`config.mk`:
```
export PLATFORM = sky130hd
export DESIGN_NAME = length_prefix_stream_deframer
export DESIGN_NICKNAME = d
export VERILOG_FILES = /design/src/rtl/core/lpsd_pkg.sv /design/src/rtl/core/lpsd_state_file.sv /design/src/rtl/core/lpsd_step.sv /design/src/rtl/core/length_prefix_stream_deframer.sv
export SDC_FILE = /design/constraint.sdc
export NUM_CORES = 1
export LEC_CHECK = 0
export BUFFER_PORTS_ARGS = -buffer_cell sky130_fd_sc_hd__buf_2
export CORE_ASPECT_RATIO = 1.1
export CORE_UTILIZATION = 48
export CTS_BUF_LIST = sky130_fd_sc_hd__clkbuf_4 sky130_fd_sc_hd__clkbuf_8
export DETAILED_ROUTE_END_ITERATION = 8
export HOLD_SLACK_MARGIN = 0.06
export SLEW_MARGIN = 20
export SYNTH_ARGS = -nofsm -noshare
export SYNTH_HDL_FRONTEND = slang
export SYNTH_SLANG_ARGS = --single-unit
```
`constraint.sdc`:
```
create_clock -name clk -period 4.98 [get_ports clk]
set_clock_uncertainty 0.1 [all_clocks]
set_input_delay 0.996 -clock clk [delete_from_list [all_inputs] [get_ports clk]]
set_output_delay 0.996 -clock clk [all_outputs]
set_load 0.005 [all_outputs]
```
`src/rtl/core/lpsd_pkg.sv`:
```
// ----------------------------------------------------------------------------
// lpsd_pkg
// Types and codes shared by the length-prefix stream deframer modules.
// ----------------------------------------------------------------------------
package lpsd_pkg;

    localparam int CHAN_W = 3;
    localparam int BYTE_W = 8;
    localparam int LEN_W  = 16;

    localparam logic [BYTE_W-1:0] LEN_SHORT_MAX = 8'hFD;
    localparam logic [BYTE_W-1:0] LEN_EXT_CODE  = 8'hFE;
    localparam logic [BYTE_W-1:0] LEN_BAD_CODE  = 8'hFF;

    typedef enum logic [0:0] {
        ACT_BYTE    = 1'b0,
        ACT_RESTART = 1'b1
    } action_t;

    typedef enum logic [2:0] {
        PH_IDLE    = 3'd0,
        PH_LEN_HI  = 3'd1,
        PH_LEN_LO  = 3'd2,
        PH_PAYLOAD = 3'd3,
        PH_FAILED  = 3'd4
    } phase_t;

    typedef enum logic [1:0] {
        KIND_DATA  = 2'd0,
        KIND_EMPTY = 2'd1,
        KIND_BAD   = 2'd2
    } kind_t;

    typedef struct packed {
        action_t             action;
        logic [CHAN_W-1:0]   channel;
        logic [BYTE_W-1:0]   rx_byte;
    } in_item_t;

    typedef struct packed {
        logic [CHAN_W-1:0]   out_channel;
        kind_t               kind;
        logic [BYTE_W-1:0]   payload_byte;
        logic                first;
        logic                last;
    } out_item_t;

    typedef struct packed {
        phase_t              phase;
        logic [LEN_W-1:0]    remaining;
        logic [BYTE_W-1:0]   length_high;
        logic                at_first;
    } chan_state_t;

    localparam chan_state_t CHAN_RESET = '{
        phase:       PH_IDLE,
        remaining:   '0,
        length_high: '0,
        at_first:    1'b1
    };

endpackage

```
`src/rtl/core/lpsd_state_file.sv`:
```
// ----------------------------------------------------------------------------
// lpsd_state_file
// Per-channel deframer state: one read port, one write port.
// ----------------------------------------------------------------------------
module lpsd_state_file #(
    parameter int DEPTH = 8,
    parameter int IDX_W = 3
) (
    input  logic                  clk,
    input  logic                  rst_n,
    input  logic [IDX_W-1:0]      rd_idx,
    output lpsd_pkg::chan_state_t rd_state,
    input  logic                  wr_en,
    input  logic [IDX_W-1:0]      wr_idx,
    input  lpsd_pkg::chan_state_t wr_state
);

    lpsd_pkg::chan_state_t state_reg [DEPTH];

    always_ff @(posedge clk or negedge rst_n)
    begin
        if (!rst_n)
        begin
            for (int i = 0; i < DEPTH; i++)
            begin
                state_reg[i] <= lpsd_pkg::CHAN_RESET;
            end
        end
        else if (wr_en)
        begin
            state_reg[wr_idx] <= wr_state;
        end
    end

    assign rd_state = state_reg[rd_idx];

endmodule

```
`src/rtl/core/lpsd_step.sv`:
```
// ----------------------------------------------------------------------------
// lpsd_step
// Next-state and result logic for one word on one channel.
// ----------------------------------------------------------------------------
module lpsd_step (
    input  lpsd_pkg::in_item_t    item,
    input  lpsd_pkg::chan_state_t cur,
    output lpsd_pkg::chan_state_t nxt,
    output logic                  res_valid,
    output lpsd_pkg::out_item_t   res
);

    logic [lpsd_pkg::LEN_W-1:0] start_len;
    logic                       do_start;
    logic                       pay_last;

    always_comb
    begin
        nxt       = cur;
        res_valid = 1'b0;
        do_start  = 1'b0;
        start_len = {{(lpsd_pkg::LEN_W - lpsd_pkg::BYTE_W){1'b0}}, item.rx_byte};
        pay_last  = (cur.remaining <= lpsd_pkg::LEN_W'(1));

        res.out_channel  = item.channel;
        res.kind         = lpsd_pkg::KIND_DATA;
        res.payload_byte = '0;
        res.first        = 1'b0;
        res.last         = 1'b0;

        if (item.action == lpsd_pkg::ACT_RESTART)
        begin
            nxt = lpsd_pkg::CHAN_RESET;
        end
        else
        begin
            case (cur.phase)
                lpsd_pkg::PH_FAILED:
                begin
                    // drop the word
                end
                lpsd_pkg::PH_LEN_HI:
                begin
                    nxt.length_high = item.rx_byte;
                    nxt.phase       = lpsd_pkg::PH_LEN_LO;
                end
                lpsd_pkg::PH_LEN_LO:
                begin
                    do_start  = 1'b1;
                    start_len = {cur.length_high, item.rx_byte};
                end
                lpsd_pkg::PH_PAYLOAD:
                begin
                    res_valid        = 1'b1;
                    res.kind         = lpsd_pkg::KIND_DATA;
                    res.payload_byte = item.rx_byte;
                    res.first        = cur.at_first;
                    res.last         = pay_last;
                    if (pay_last)
                    begin
                        nxt.remaining = '0;
                        nxt.phase     = lpsd_pkg::PH_IDLE;
                        nxt.at_first  = 1'b1;
                    end
                    else
                    begin
                        nxt.remaining = cur.remaining - lpsd_pkg::LEN_W'(1);
                        nxt.at_first  = 1'b0;
                    end
                end
                default:
                begin
                    // idle, and unused phase codes act as idle
                    if (item.rx_byte <= lpsd_pkg::LEN_SHORT_MAX)
                    begin
                        do_start = 1'b1;
                    end
                    else if (item.rx_byte == lpsd_pkg::LEN_EXT_CODE)
                    begin
                        nxt.phase = lpsd_pkg::PH_LEN_HI;
                    end
                    else
                    begin
                        nxt.phase = lpsd_pkg::PH_FAILED;
                        res_valid = 1'b1;
                        res.kind  = lpsd_pkg::KIND_BAD;
                    end
                end
            endcase

            if (do_start)
            begin
                nxt.at_first = 1'b1;
                if (start_len == '0)
                begin
                    nxt.phase = lpsd_pkg::PH_IDLE;
                    res_valid = 1'b1;
                    res.kind  = lpsd_pkg::KIND_EMPTY;
                    res.last  = 1'b1;
                end
                else
                begin
                    nxt.remaining = start_len;
                    nxt.phase     = lpsd_pkg::PH_PAYLOAD;
                end
            end
        end
    end

endmodule

```
`src/rtl/core/length_prefix_stream_deframer.sv`:
```
// ----------------------------------------------------------------------------
// length_prefix_stream_deframer
// Multi-channel deframer for length-prefixed byte streams.
// ----------------------------------------------------------------------------
//
//   Channel   Signals                             Direction  Carries
//   --------  ----------------------------------  ---------  -------------------------
//   item      item_valid, item_stall, item        in         action, channel, rx_byte
//   result    result_valid, result_stall, result  out        channel, kind, byte, marks
//
// One word is taken per cycle while item_stall is low; a word's result passes
// through the input register, then the result register. The state lookup, update
// and write-back for a channel all happen in the same cycle, so back-to-back words
// on the same channel see each other's updates. Reset clears every channel to
// idle. A stalled result holds; words that give no result keep moving past it,
// and a word that gives a result waits in the input register until it frees.
//
module length_prefix_stream_deframer #(
    parameter int CHANNELS = 8
) (
    input  logic                clk,
    input  logic                rst_n,
    input  logic                item_valid,
    output logic                item_stall,
    input  lpsd_pkg::in_item_t  item,
    output logic                result_valid,
    input  logic                result_stall,
    output lpsd_pkg::out_item_t result
);

    // The channel field is three bits wide, so at most eight channels are
    // reachable; higher settings of CHANNELS add no storage.
    localparam int NCH   = (CHANNELS < 8) ? CHANNELS : 8;
    localparam int IDX_W = (NCH > 1) ? $clog2(NCH) : 1;
    localparam logic [lpsd_pkg::CHAN_W:0] NCH_V = (lpsd_pkg::CHAN_W + 1)'(NCH);

    // input register
    logic               in_valid_reg;
    lpsd_pkg::in_item_t in_item_reg;

    // result register
    logic                out_valid_reg;
    lpsd_pkg::out_item_t out_item_reg;

    logic                  in_range;
    logic [IDX_W-1:0]      chan_idx;
    lpsd_pkg::chan_state_t cur_state;
    lpsd_pkg::chan_state_t nxt_state;
    logic                  step_res_valid;
    lpsd_pkg::out_item_t   step_res;
    logic                  res_valid;
    logic                  out_free;
    logic                  fire;

    assign in_range = ({1'b0, in_item_reg.channel} < NCH_V);
    assign chan_idx = in_item_reg.channel[IDX_W-1:0];

    lpsd_state_file #(
        .DEPTH (NCH),
        .IDX_W (IDX_W)
    ) u_state (
        .clk      (clk),
        .rst_n    (rst_n),
        .rd_idx   (chan_idx),
        .rd_state (cur_state),
        .wr_en    (fire && in_range),
        .wr_idx   (chan_idx),
        .wr_state (nxt_state)
    );

    lpsd_step u_step (
        .item      (in_item_reg),
        .cur       (cur_state),
        .nxt       (nxt_state),
        .res_valid (step_res_valid),
        .res       (step_res)
    );

    // Out-of-range channels are dropped silently.
    assign res_valid = step_res_valid && in_range;

    // Advance the held word unless it has a result and the result slot is
    // still occupied by a stalled one.
    assign out_free   = !out_valid_reg || !result_stall;
    assign fire       = in_valid_reg && (!res_valid || out_free);
    assign item_stall = in_valid_reg && !fire;

    always_ff @(posedge clk or negedge rst_n)
    begin
        if (!rst_n)
        begin
            in_valid_reg <= 1'b0;
        end
        else if (!in_valid_reg || fire)
        begin
            in_valid_reg <= item_valid;
        end
    end

    always_ff @(posedge clk)
    begin
        if (item_valid && !item_stall)
        begin
            in_item_reg <= item;
        end
    end

    always_ff @(posedge clk or negedge rst_n)
    begin
        if (!rst_n)
        begin
            out_valid_reg <= 1'b0;
        end
        else if (out_free)
        begin
            out_valid_reg <= fire && res_valid;
        end
    end

    always_ff @(posedge clk)
    begin
        if (fire && res_valid && out_free)
        begin
            out_item_reg <= step_res;
        end
    end

    assign result_valid = out_valid_reg;
    assign result       = out_item_reg;

endmodule
```
==> results.sh <==
export IMPL_grt_pass1_wl_um=49700
export IMPL_layout_commonest_cell="dfrtp_1"
export IMPL_cts_sinks=253
export IMPL_yosysUniqueCellTypes=59
export IMPL_seqPwrFrac=0.461
export IMPL_async_flop_share=0.893
export IMPL_placed_cell_area_um2=12600
export IMPL_diodes=0
export IMPL_syn_area_um2=12000
export IMPL_layout_nets=940
export IMPL_die_h_um=168
export IMPL_n_fill_cell=2033
export IMPL_synth_enable_flop_cells=27
export IMPL_yosysWarnings=0
export IMPL_synthCells=838
export IMPL_drt_vias_per_instance=6.34
export IMPL_yosysTopAreaCell="dfrtp_1"
export IMPL_antenna_found_initial=0
export IMPL_numCtsBuffers=43
export IMPL_area_delta_synth_final_pct=13.0
export IMPL_fin_tns_setup_ns=0
export IMPL_firstDrtPassIters=5
export IMPL_final_area_um2=13600
export IMPL_clock_root_buffer="clkbuf_8"
export IMPL_status="completed"
export IMPL_coreArea_um2=24500
export IMPL_slew_headroom=0.429
export IMPL_synth_top_area_frac=0.455
export IMPL_ir_drop_v=0.000213
export IMPL_r2r_start="chan_idx[1]"
export IMPL_r2r_cells=13
export IMPL_pin_count=33
export IMPL_r2r_setup_slack_ns=0.73
export IMPL_critical_path_class="register to primary output"
export IMPL_drive_gt1_frac=0.365
export IMPL_rsz0062_at_grt="false"
export IMPL_synth_area_leaders="dfrtp_1, mux2_2, mux4_2, edfxtp_1, o2bb2ai_1"
export IMPL_final_max_slew_violation_count=0
export IMPL_hold_viol=0
export IMPL_dpl_hpwl_um=20100
export IMPL_yosysSeqAreaShare=0.540
export IMPL_holdCritPathClass="input pin to asynchronous set/reset pin"
export IMPL_grt_usage=0.254
export IMPL_worstPathArrival_ns=3.58
export IMPL_overflow=0
export IMPL_rows=60
export IMPL_insertion_delay_ns=0.55
export IMPL_worst_pin_slew_ns=0.857
export IMPL_vias=8013
export IMPL_power_mw=5.93
export IMPL_period_needed_ns=4.67
export IMPL_dieWidth_um=153
export IMPL_p_leak_nw=5.96
export IMPL_ant_nets=0
export IMPL_clock_fmax_mhz=214
export IMPL_cts_buffer_depth=3
export IMPL_start_util=0.490
export IMPL_routedWlPerCell_um=24.8
export IMPL_grt_max_degree=139
export IMPL_cp_max_fo=18
export IMPL_drt_total_wl_um=31300
export IMPL_grt_pass1_vias=8381
export IMPL_drt_iter0_markers=615
export IMPL_r2r_end="u_state.state_reg[207]"
export IMPL_gp_congestion=0.863
export IMPL_powerDensity_nw_per_um2=437
export IMPL_cp_data_required_time_ns=3.88
export IMPL_largest_reg_flops=224
export IMPL_synth_seq_cells=253
export IMPL_ctsHtreeMaxLevel=2
export IMPL_p_sw_mw=1.74
export IMPL_p_int_mw=4.19
export IMPL_portBuffers=32
export IMPL_cts_tree="built"
export IMPL_clockPowerShare=0.310
export IMPL_maxCapViolations=0
export IMPL_pre_cts_ws_ns=0.538
export IMPL_p_comb_frac=0.229
export IMPL_final_cell_mix="dfrtp_1, mux2_2, o2bb2ai_1"
export IMPL_setup_viol=0
export IMPL_fin_ws_ns=0.308
export IMPL_syn_area_per_cell_um2=14.3
export IMPL_fin_crit_sh=0.938
export IMPL_synth_main_ff_cell="dfrtp_1"
export IMPL_start_kind="register"
export IMPL_die_area_um2=25600
export IMPL_syn_nets=856
export IMPL_worst_setup_path_end_kind="primary output"
export IMPL_critPathLaunch="chan_idx[1]"
export IMPL_clkTransAtPathRegs_ns=0.06
export IMPL_swShare=0.294
export IMPL_drc=0
==> layout make-up <==
type                       count  area, µm²  area share
sequential                   253       6480       0.478
multi-input combinational    525       5180       0.382
clock buffer                  65        795      0.0586
timing repair buffer          89        631      0.0465
tap                          310        388      0.0286
clock inverter                11       51.3     0.00378
inverter                      10       38.8     0.00286
==> critical path: stages (launching register included) <==
cell and delay [ns]:
edfxtp_1 0.42, buf_4 0.38, mux4_2 0.55, mux2_2 0.29
or3_1 0.42, nor4_2 0.25, o21bai_2 0.16, a21oi_1 0.22
nand2_1 0.16, inv_1 0.08, buf_2 0.10
==> worst max-delay path by stage <==
stage	to	slack, ns
floorplan	item_stall	0.87
global placement	item_stall	0.61
detailed placement	item_stall	0.54
CTS	item_stall	0.15
global route	item_stall	0.01
finish	item_stall	0.31
==> synthesized netlist by cell type, types with 12 or more instances <==
cell type	count
a22o_1	46
mux4_2	46
and2_1	12
edfxtp_1	27
o2bb2ai_1	72
dfrtp_1	218
nand3_1	13
mux2_2	114
buf_2	18
mux2i_1	33
nand2_1	24
nor2_1	27
==> per-stage QoR <==
step	std cells	hold WS, ns	util
after detailed placement	1175	0.369	0.515
after global routing	1263	0.223	0.554
after CTS	1253	0.387	0.550
after global placement	1175	0.365	0.515
final	1263	0.214	0.554
after floorplan	838	0.321	-
==> routing by layer <==
metal  share of wire  vias up  global-route usage
met5               0        -                   0
met4           0.030        0              0.0870
met3           0.052       80              0.0363
met2            0.48      294               0.417
met1            0.43     4197               0.348
li1                -     3442                   -
==> cell families after synthesis <==
logic type | Yosys count | share of synthesized area
buffers and inverters | 60 | 0.0288
AOI/OAI and AO/OA | 167 | 0.118
muxes | 200 | 0.227
adders and majority gates | 2 | 0.00209
and+or+nand+nor | 142 | 0.0737
xor gates and xnor gates | 14 | 0.0102
DFF | 253 | 0.540
==> power by group through the flow <==
stage | combinational [mW] | clock [mW] | sequential, mW
2_1_floorplan | 0.985 | 0 | 2.67
3_3_place_gp | 1.30 | 0 | 2.74
3_5_place_dp | 1.34 | 0 | 2.76
4_1_cts | 1.35 | 1.89 | 2.73
5_1_grt | 1.47 | 1.99 | 2.77
6_report | 1.36 | 1.84 | 2.73
==> repair_timing <==
item                                    4_1_cts  5_1_grt
resized for setup                             0        1
setup buffers                                 2        9
pin swaps                                     0        0
gates cloned                                  0        0
hold buffers                                  0        0
endpoints found under the hold margin         0        0
endpoints found under the setup margin        1        1
(Power assumes the default switching activity.)
